### src/hw/rtl/assert_macros.svh
// Assertion helpers for the verifier RTL
`ifndef ASSERT_MACROS_SVH
`define ASSERT_MACROS_SVH

// Check a property on every rising edge outside reset
`define ASSERT_CLK(label, clk, rst_n, prop, msg) \
  label: assert property (@(posedge clk) disable iff (!rst_n) (prop)) else $error(msg);

// Check a property including during reset
`define ASSERT_ALWAYS(label, clk, prop, msg) \
  label: assert property (@(posedge clk) (prop)) else $error(msg);

`endif

### src/hw/rtl/totp_pkg.sv
package totp_pkg;

  localparam int CFG_W = 64;

  localparam logic [1:0] REG_KEY_FIRST  = 2'd0;
  localparam logic [1:0] REG_KEY_MIDDLE = 2'd1;
  localparam logic [1:0] REG_KEY_LAST   = 2'd2;
  localparam logic [1:0] REG_WINDOW     = 2'd3;

  localparam logic [31:0] CODE_MOD = 32'd1000000;
  // ceil(2^51 / CODE_MOD): exact quotient for any 31-bit dividend after >> 51
  localparam logic [31:0] CODE_RECIP = 32'd2251799814;

  localparam logic [159:0] SHA_IV =
    160'h67452301_EFCDAB89_98BADCFE_10325476_C3D2E1F0;

  typedef enum logic [1:0] {
    BLK_INNER_KEY,
    BLK_INNER_MSG,
    BLK_OUTER_KEY,
    BLK_OUTER_MSG
  } blk_sel_t;

  typedef enum logic [3:0] {
    ST_IDLE,
    ST_NEXT,
    ST_CHECK,
    ST_LOAD,
    ST_ROUND,
    ST_FOLD,
    ST_TRUNC,
    ST_MOD,
    ST_CMP,
    ST_DONE
  } state_t;

  // controller -> datapath
  typedef struct packed {
    logic     capture;
    logic     init_step;
    logic     adv_step;
    logic     load_blk;
    blk_sel_t blk;
    logic     iv_init;
    logic     round;
    logic     fold;
    logic     save_inner;
    logic     trunc;
    logic     mod_step;
    logic     set_match;
  } cmd_t;

  // datapath -> controller
  typedef struct packed {
    logic last_cand;
    logic skip;
    logic round_last;
    logic mod_done;
    logic code_eq;
  } sts_t;

endpackage

### src/hw/rtl/totp_datapath.sv
module totp_datapath #(
  parameter int KEY_BYTES = 20
) (
  input  logic           clk,
  input  logic [63:0]    key_first,
  input  logic [63:0]    key_middle,
  input  logic [31:0]    key_last,
  input  logic [3:0]     window,
  input  logic [63:0]    in_current_step,
  input  logic [19:0]    in_submitted_code,
  input  logic           in_has_last_step,
  input  logic [63:0]    in_last_step,
  input  totp_pkg::cmd_t cmd,
  output totp_pkg::sts_t sts,
  output logic [63:0]    step_o
);
  import totp_pkg::*;

  logic [63:0]  step_r, last_r;
  logic [19:0]  code_r;
  logic         has_r;
  logic [4:0]   cnt_r;
  logic [4:0]   span;
  logic [511:0] w_r;
  logic [159:0] h_r, v_r, ih_r;
  logic [6:0]   rnd_r;
  logic [31:0]  rem_r;
  logic [62:0]  prod_r;
  logic         mod_ph_r;
  logic [159:0] key160;
  logic [511:0] kblk;

  assign span = {window, 1'b0};

  // Build the padded key, masked to the key length
  always_comb begin
    key160 = {key_first, key_middle, key_last};
    for (int i = 0; i < 20; i++) begin
      if (i >= KEY_BYTES) key160[159-8*i -: 8] = 8'h00;
    end
    kblk = {key160, 352'd0};
  end

  // Select the message block for the next compression
  logic [511:0] blk;
  always_comb begin
    case (cmd.blk)
      BLK_INNER_KEY: blk = kblk ^ {64{8'h36}};
      BLK_INNER_MSG: blk = {step_r, 8'h80, 376'd0, 64'd576};
      BLK_OUTER_KEY: blk = kblk ^ {64{8'h5C}};
      BLK_OUTER_MSG: blk = {ih_r, 8'h80, 280'd0, 64'd672};
      default:       blk = '0;
    endcase
  end

  // One SHA-1 round
  logic [31:0] a, b, c, d, e, f, k, t, wn;
  always_comb begin
    {a, b, c, d, e} = v_r;
    if (rnd_r < 7'd20) begin
      f = (b & c) | (~b & d); k = 32'h5A827999;
    end else if (rnd_r < 7'd40) begin
      f = b ^ c ^ d; k = 32'h6ED9EBA1;
    end else if (rnd_r < 7'd60) begin
      f = (b & c) | (b & d) | (c & d); k = 32'h8F1BBCDC;
    end else begin
      f = b ^ c ^ d; k = 32'hCA62C1D6;
    end
    t  = {a[26:0], a[31:27]} + f + e + k + w_r[511:480];
    wn = w_r[95:64] ^ w_r[255:224] ^ w_r[447:416] ^ w_r[511:480];
    wn = {wn[30:0], wn[31]};
  end

  // Dynamic truncation of the MAC
  logic [3:0]  off;
  logic [31:0] trunc;
  always_comb begin
    off   = h_r[3:0];
    trunc = h_r[159 - 8*off -: 32];
    trunc[31] = 1'b0;
  end

  // Reduce by reciprocal multiplication: quotient bits are registered, then the remainder in the next cycle
  logic [11:0] quo;
  logic [31:0] msub;
  assign quo  = prod_r[62:51];
  assign msub = rem_r - {20'd0, quo} * CODE_MOD;

  always_ff @(posedge clk) begin
    if (cmd.capture) begin
      last_r <= in_last_step;
      code_r <= in_submitted_code;
      has_r  <= in_has_last_step;
    end
    if (cmd.init_step) begin
      step_r <= in_current_step - {60'd0, window};
      cnt_r  <= '0;
    end else if (cmd.adv_step) begin
      step_r <= step_r + 64'd1;
      cnt_r  <= cnt_r + 5'd1;
    end
    if (cmd.iv_init) h_r <= SHA_IV;
    if (cmd.load_blk) begin
      w_r   <= blk;
      v_r   <= cmd.iv_init ? SHA_IV : h_r;
      rnd_r <= '0;
    end else if (cmd.round) begin
      w_r   <= {w_r[479:0], wn};
      v_r   <= {t, a, {b[1:0], b[31:2]}, c, d};
      rnd_r <= rnd_r + 7'd1;
    end
    if (cmd.fold) begin
      h_r <= {h_r[159:128] + v_r[159:128], h_r[127:96] + v_r[127:96],
              h_r[95:64] + v_r[95:64], h_r[63:32] + v_r[63:32],
              h_r[31:0] + v_r[31:0]};
    end
    if (cmd.save_inner) ih_r <= h_r;
    if (cmd.trunc) begin
      rem_r    <= trunc;
      mod_ph_r <= 1'b0;
    end else if (cmd.mod_step) begin
      if (!mod_ph_r) prod_r <= 63'({32'd0, rem_r} * {32'd0, CODE_RECIP});
      else           rem_r  <= msub;
      mod_ph_r <= ~mod_ph_r;
    end
  end

  assign sts.last_cand  = (cnt_r == span);
  assign sts.skip       = has_r && (step_r <= last_r);
  assign sts.round_last = (rnd_r == 7'd79);
  assign sts.mod_done   = mod_ph_r;
  assign sts.code_eq    = (rem_r == {12'd0, code_r});
  assign step_o         = step_r;
endmodule

### src/hw/rtl/totp_ctrl.sv
module totp_ctrl (
  input  logic           clk,
  input  logic           rst_n,
  input  logic           start,
  input  totp_pkg::sts_t sts,
  output totp_pkg::cmd_t cmd,
  output logic           busy,
  output logic           done,
  output logic           hit
);
  import totp_pkg::*;

  state_t   st_r, st_nxt;
  blk_sel_t blk_r, blk_nxt;

  always_ff @(posedge clk) begin
    if (!rst_n) begin
      st_r  <= ST_IDLE;
      blk_r <= BLK_INNER_KEY;
    end else begin
      st_r  <= st_nxt;
      blk_r <= blk_nxt;
    end
  end

  always_comb begin
    st_nxt  = st_r;
    blk_nxt = blk_r;
    cmd     = '0;
    cmd.blk = blk_r;
    busy    = (st_r != ST_IDLE);
    done    = 1'b0;
    hit     = 1'b0;
    case (st_r)
      ST_IDLE: if (start) begin
        cmd.capture = 1'b1; cmd.init_step = 1'b1; st_nxt = ST_CHECK;
      end
      ST_NEXT: begin
        if (sts.last_cand) begin
          done = 1'b1; st_nxt = ST_IDLE;
        end else begin
          cmd.adv_step = 1'b1; st_nxt = ST_CHECK;
        end
      end
      ST_CHECK: begin
        if (sts.skip) st_nxt = ST_NEXT;
        else begin
          blk_nxt = BLK_INNER_KEY; st_nxt = ST_LOAD;
        end
      end
      ST_LOAD: begin
        cmd.load_blk = 1'b1;
        cmd.iv_init  = (blk_r == BLK_INNER_KEY) || (blk_r == BLK_OUTER_KEY);
        st_nxt = ST_ROUND;
      end
      ST_ROUND: begin
        cmd.round = 1'b1;
        if (sts.round_last) st_nxt = ST_FOLD;
      end
      ST_FOLD: begin
        cmd.fold = 1'b1;
        case (blk_r)
          BLK_INNER_KEY: begin blk_nxt = BLK_INNER_MSG; st_nxt = ST_LOAD; end
          BLK_INNER_MSG: begin blk_nxt = BLK_OUTER_KEY; st_nxt = ST_TRUNC; end
          BLK_OUTER_KEY: begin blk_nxt = BLK_OUTER_MSG; st_nxt = ST_LOAD; end
          default:       st_nxt = ST_TRUNC;
        endcase
      end
      ST_TRUNC: begin
        if (blk_r == BLK_OUTER_KEY) begin
          cmd.save_inner = 1'b1; st_nxt = ST_LOAD;
        end else begin
          cmd.trunc = 1'b1; st_nxt = ST_MOD;
        end
      end
      ST_MOD: begin
        cmd.mod_step = 1'b1;
        if (sts.mod_done) st_nxt = ST_CMP;
      end
      ST_CMP: begin
        if (sts.code_eq) st_nxt = ST_DONE;
        else st_nxt = ST_NEXT;
      end
      ST_DONE: begin
        done = 1'b1; hit = 1'b1; st_nxt = ST_IDLE;
      end
      default: st_nxt = ST_IDLE;
    endcase
  end
endmodule

### src/hw/rtl/totp_code_verifier_unit.sv
// Channel | Ports                                  | Handshake
// input   | in_current_step .. in_last_step        | start high, busy low
// result  | out_matched, out_matched_step          | out_valid, one cycle
// config  | cfg_we, cfg_index, cfg_data            | cfg_we, no wait
// Each tried step costs four SHA-1 compressions on the one shared round
// unit, plus the states that check, truncate, reduce and compare.
// A skipped step passes only the check and next states; an item covers 2*window+1 steps.
// The result appears in the cycle after the last step is finished.
// Reset is synchronous; the receiver cannot stall, so results never wait.
`include "assert_macros.svh"
module totp_code_verifier_unit #(
  parameter int KEY_BYTES = 20
) (
  input  logic        clk,
  input  logic        rst_n,
  input  logic        start,
  output logic        busy,
  input  logic [63:0] in_current_step,
  input  logic [19:0] in_submitted_code,
  input  logic        in_has_last_step,
  input  logic [63:0] in_last_step,
  output logic        out_valid,
  output logic        out_matched,
  output logic [63:0] out_matched_step,
  input  logic        cfg_we,
  input  logic [1:0]  cfg_index,
  input  logic [totp_pkg::CFG_W-1:0] cfg_data
);
  import totp_pkg::*;

  logic [63:0] key_first_r, key_middle_r;
  logic [31:0] key_last_r;
  logic [3:0]  window_r;
  cmd_t        cmd;
  sts_t        sts;
  logic        done, hit;
  logic [63:0] step;

  // Hold configuration registers
  always_ff @(posedge clk) begin
    if (!rst_n) begin
      key_first_r  <= '0;
      key_middle_r <= '0;
      key_last_r   <= '0;
      window_r     <= 4'd1;
    end else if (cfg_we) begin
      case (cfg_index)
        REG_KEY_FIRST:  key_first_r  <= cfg_data;
        REG_KEY_MIDDLE: key_middle_r <= cfg_data;
        REG_KEY_LAST:   key_last_r   <= cfg_data[31:0];
        REG_WINDOW:     window_r     <= cfg_data[3:0];
        default: ;
      endcase
    end
  end

  totp_ctrl u_ctrl (
    .clk, .rst_n, .start, .sts, .cmd, .busy, .done, .hit
  );

  totp_datapath #(.KEY_BYTES(KEY_BYTES)) u_dp (
    .clk,
    .key_first(key_first_r), .key_middle(key_middle_r), .key_last(key_last_r),
    .window(window_r),
    .in_current_step, .in_submitted_code, .in_has_last_step, .in_last_step,
    .cmd, .sts, .step_o(step)
  );

  // Register the result beat
  always_ff @(posedge clk) begin
    if (!rst_n) out_valid <= 1'b0;
    else        out_valid <= done;
    if (done) begin
      out_matched      <= hit;
      out_matched_step <= hit ? step : 64'd0;
    end
  end

  `ASSERT_CLK(a_one_beat, clk, rst_n, out_valid |=> !out_valid, "result beat repeated")
  `ASSERT_CLK(a_accept_busy, clk, rst_n, (start && !busy) |=> busy, "accept without busy")
  `ASSERT_CLK(a_done_busy, clk, rst_n, done |-> busy, "done while idle")
  `ASSERT_ALWAYS(a_rst_quiet, clk, !rst_n |=> !out_valid, "result beat after reset")
endmodule
### config.mk
export PLATFORM = sky130hd
export DESIGN_NAME = totp_code_verifier_unit
export DESIGN_NICKNAME = d
export VERILOG_FILES = /design/src/hw/rtl/totp_pkg.sv /design/src/hw/rtl/totp_datapath.sv /design/src/hw/rtl/totp_ctrl.sv /design/src/hw/rtl/totp_code_verifier_unit.sv
export VERILOG_INCLUDE_DIRS = /design/src /design/src/hw/rtl
export SDC_FILE = /design/constraint.sdc
export NUM_CORES = 2
export LEC_CHECK = 0
export ABC_AREA = 1
export BUFFER_PORTS_ARGS = -buffer_cell sky130_fd_sc_hd__buf_2
export CAP_MARGIN = 30
export CORE_MARGIN = 5
export CORE_UTILIZATION = 40
export DETAILED_ROUTE_END_ITERATION = 6
export PLACE_DENSITY = 0.55
export SLEW_MARGIN = 20
export SYNTH_ARGS = -nofsm -noshare
export SYNTH_HDL_FRONTEND = slang
export SYNTH_SLANG_ARGS = --single-unit
### constraint.sdc
create_clock -name clk -period 17.4 [get_ports clk]
set_input_delay 0.87 -clock clk [delete_from_list [all_inputs] [get_ports clk]]
set_output_delay 0.87 -clock clk [all_outputs]
set_load 0.1 [all_outputs]
==> results.yml <==
pwr:
  ir_drop_mv: 0.219
  cellLeakagePower_uw: 0.0489
  p_per_area_mw_per_mm2: 187
finish:
  fin_cells: 15000
  drive_above_1_share_pct: 7.01
  areaGrowthSynthToFinish_pct: 11.0
  fin_nets: 13100
placed_design:
  hpwl_um: 354000
  gp_congestion: 1.05
  io_buffers: 285
  placedCellCount: 14700
flow_run:
  drv_cap: 0
synthesis:
  synth_seq_cells: 1434
  synth_most_common_cell: "nand2_1"
  syn_nets: 12900
  ys_top_cells_by_count: "nand2_1, inv_1, edfxtp_1"
  syn_inst: 11400
  syn_area_mm2: 0.100
  synth-edff-count: 1089
  synthDominantAreaCellType: "edfxtp_1"
  synth_ff_type: "edfxtp_1"
  avgSynthCellArea_um2: 8.81
  ys_warn_count: 0
  async_flop_share_pct: 0
  yosys.cell_types.count: 72
  yosysSeqAreaShare_pct: 39.5
  synth_top_area_share_pct: 32.6
  synth_area_leaders: "edfxtp_1, fa_1, ha_1, nand2_1, dfxtp_1"
run_status:
  violations: "DRC"
  status: "complete, but fails checks"
detailed_routing:
  wl_per_cell_um: 29.7
  drtIter0Drc: 10300
  drc: 9
  vias_per_cell: 5.74
  dr.pass1.iters: 7
  vias: 86300
  ant_nets: 0
  postRouteWirelength_um: 447000
floorplanning:
  fp.dieH_um: 511
  row_count: 183
  io_pins: 286
  core_area_mm2: 0.249
  start_util_pct: 40.2
  design.die.area_mm2: 0.261
  die_x_um: 511
setup_path:
  end_kind: "register"
  worstSetupStartpointType: "register"
  cp_max_fo: 10
  worstSetupPathType: "reg -> reg"
  cp.arrival_ns: 8.10
  cp.required_ns: 17.93
cts:
  clock_sinks: 1434
  ctsHoldBuffers: 0
  cts_tree: "built"
  cts_buffer_depth: 3
  cts.clk_slew.worst_paths_ns: 0.06
  cts_max_level: 4
  numCtsBuffers: 167
  cts-root-buf: "clkbuf_16"
  clock_latency_ns: 0.90
  post_cts_resized: 0
  cts_setup_buffers: 0
timing:
  max_freq_mhz: 132
  hold_slack_ns: 0.180
  slew_headroom_pct: 22.0
  setup_viol: 0
  finalMaxSlewViolations: 0
  rsz0062_at_grt: "false"
  fin_skew_ns: 0.105
  finalSetupTns_ns: 0
  fin_crit_sh_pct: 43.5
  hold_viol_final: 0
  tightest_slew_ns: 1.16
  fin_crit_ns: 7.57
global_routing:
  grt_use_total_pct: 33.5
  first_global_vias: 82600
  antenna_found_initial: 26
  grt.overflow.total: 0
  grt_first_pass_wirelength_um: 623000
  grt_max_degree: 156
min_path:
  hold_path_class: "in -> reg"
[through the flow]
| stage | setup WS, ns | instance area [um^2] | power [uW] | utilization (%) |
|---|---|---|---|---|
| after global routing | 9.46 | 111000 | 22100 | 44.7 |
| after detailed placement | 9.76 | 105000 | 16800 | 42.2 |
| after CTS | 9.76 | 111000 | 20600 | 44.5 |
| after global placement | 9.75 | 105000 | 16900 | 42.2 |
| final | 9.83 | 111000 | 20800 | 44.7 |
| after floorplan | 2.23 | 100000 | 12500 | - |
[sequential cells by signal (all words and copies together) (netlist names), 12 cells and up]
name and flops:
out_matched_step 64, u_dp.ih_r 160, u_dp.w_r 512, key_first_r 64
u_dp.h_r 160, u_dp.code_r 20, key_last_r 32, u_dp.prod_r 12
key_middle_r 64, u_dp.rem_r 32, u_dp.step_o 64, u_dp.v_r 160
u_dp.last_r 64
[report_power, final]
part | total, uW | switching, uW | internal (uW) | leakage [uW]
Sequential | 5410 | 927 | 4480 | 0.0128
Combinational | 11700 | 7840 | 3830 | 0.0333
Clock | 3700 | 1620 | 2080 | 0.00278
Total | 20800 | 10400 | 10400 | 0.0489
[worst max-delay path, stage by stage (launching register included)]
cell,delay [ns]
edfxtp_1,0.91
inv_1,0.64
fa_1,0.69
inv_1,0.06
fa_1,0.48
inv_1,0.06
fa_1,0.56
inv_1,0.05
ha_1,0.18
fa_1,0.47
fa_1,0.52
fa_1,0.49
inv_1,0.05
fa_1,0.49
inv_1,0.04
ha_1,0.31
a21oi_1,0.21
o21ai_0,0.11
a21oi_1,0.13
o21ai_0,0.11
o21ai_0,0.16
inv_1,0.09
nand2_1,0.10
nand2_1,0.07
nand2_1,0.07
nand2_1,0.07
xor2_1,0.15
[per-layer routing]
metal  up-vias  GRT usage [%]  routed length (um)
li1      38400              -                   -
met1     42800           47.2              192000
met2      4307           49.0              187000
met3       733           7.66               44000
met4        12           15.2               24900
met5         -              0                  74
[layout by cell type, fill, tap and decap left out, types with 36 or more instances in the layout]
cell type | netlist | final
a21o_1 | 56 | 56
a21oi_1 | 537 | 537
a221oi_1 | 90 | 90
a22oi_1 | 47 | 47
a31oi_1 | 82 | 82
buf_2 | 60 | 291
buf_4 | 0 | 98
clkbuf_1 | 326 | 38
clkbuf_16 | 0 | 167
clkinv_2 | 0 | 36
dfxtp_1 | 345 | 344
edfxtp_1 | 1089 | 1089
fa_1 | 532 | 532
ha_1 | 781 | 780
inv_1 | 1552 | 1548
nand2_1 | 2296 | 2291
nand3_1 | 352 | 350
nand4_1 | 77 | 77
nor2_1 | 1080 | 1066
nor3_1 | 120 | 120
nor4_1 | 37 | 37
o211ai_1 | 71 | 71
o21ai_0 | 890 | 887
o21ai_1 | 95 | 97
o21bai_1 | 49 | 49
o221ai_1 | 62 | 62
o22ai_1 | 58 | 58
or2_2 | 50 | 50
xnor2_1 | 164 | 164
xor2_1 | 171 | 171
[final cells by class]
| cell class | count | area (um^2) |
|---|---|---|
| clock inverters | 95 | 1240 |
| flip-flops and latches | 1434 | 39600 |
| repair buffers | 407 | 2530 |
| fillers | 24800 | 138000 |
| multi-input cells | 7961 | 53200 |
| diodes | 19 | 47.5 |
| inverters | 1576 | 5930 |
| well taps | 3330 | 4170 |
| clock buffers | 218 | 4500 |
[worst paths after layout]
check,cells after the start,end,slack (ns),from
min reg2reg,0,u_dp.ih_r[109],0.45,u_dp.h_r[109]
max,26,u_dp.prod_r[62],9.83,u_dp.rem_r[7]
min,1,u_dp.last_r[28],0.18,in_last_step[28]
max reg2reg,26,u_dp.prod_r[62],9.83,u_dp.rem_r[7]
[logic make-up after synthesis]
| kind of cell | after synthesis | share of synthesized area (%) |
|---|---|---|
| xor gates and xnor gates | 335 | 2.93 |
| and+or+nand+nor | 4115 | 16.9 |
| DFF | 1434 | 39.5 |
| buffers and inverters | 1987 | 7.52 |
| AOI/OAI and AO/OA | 2186 | 12.7 |
| muxes | 12 | 0.120 |
| adders and majority gates | 1313 | 20.4 |
No activity file was read; power rests on OpenSTA's default activity.
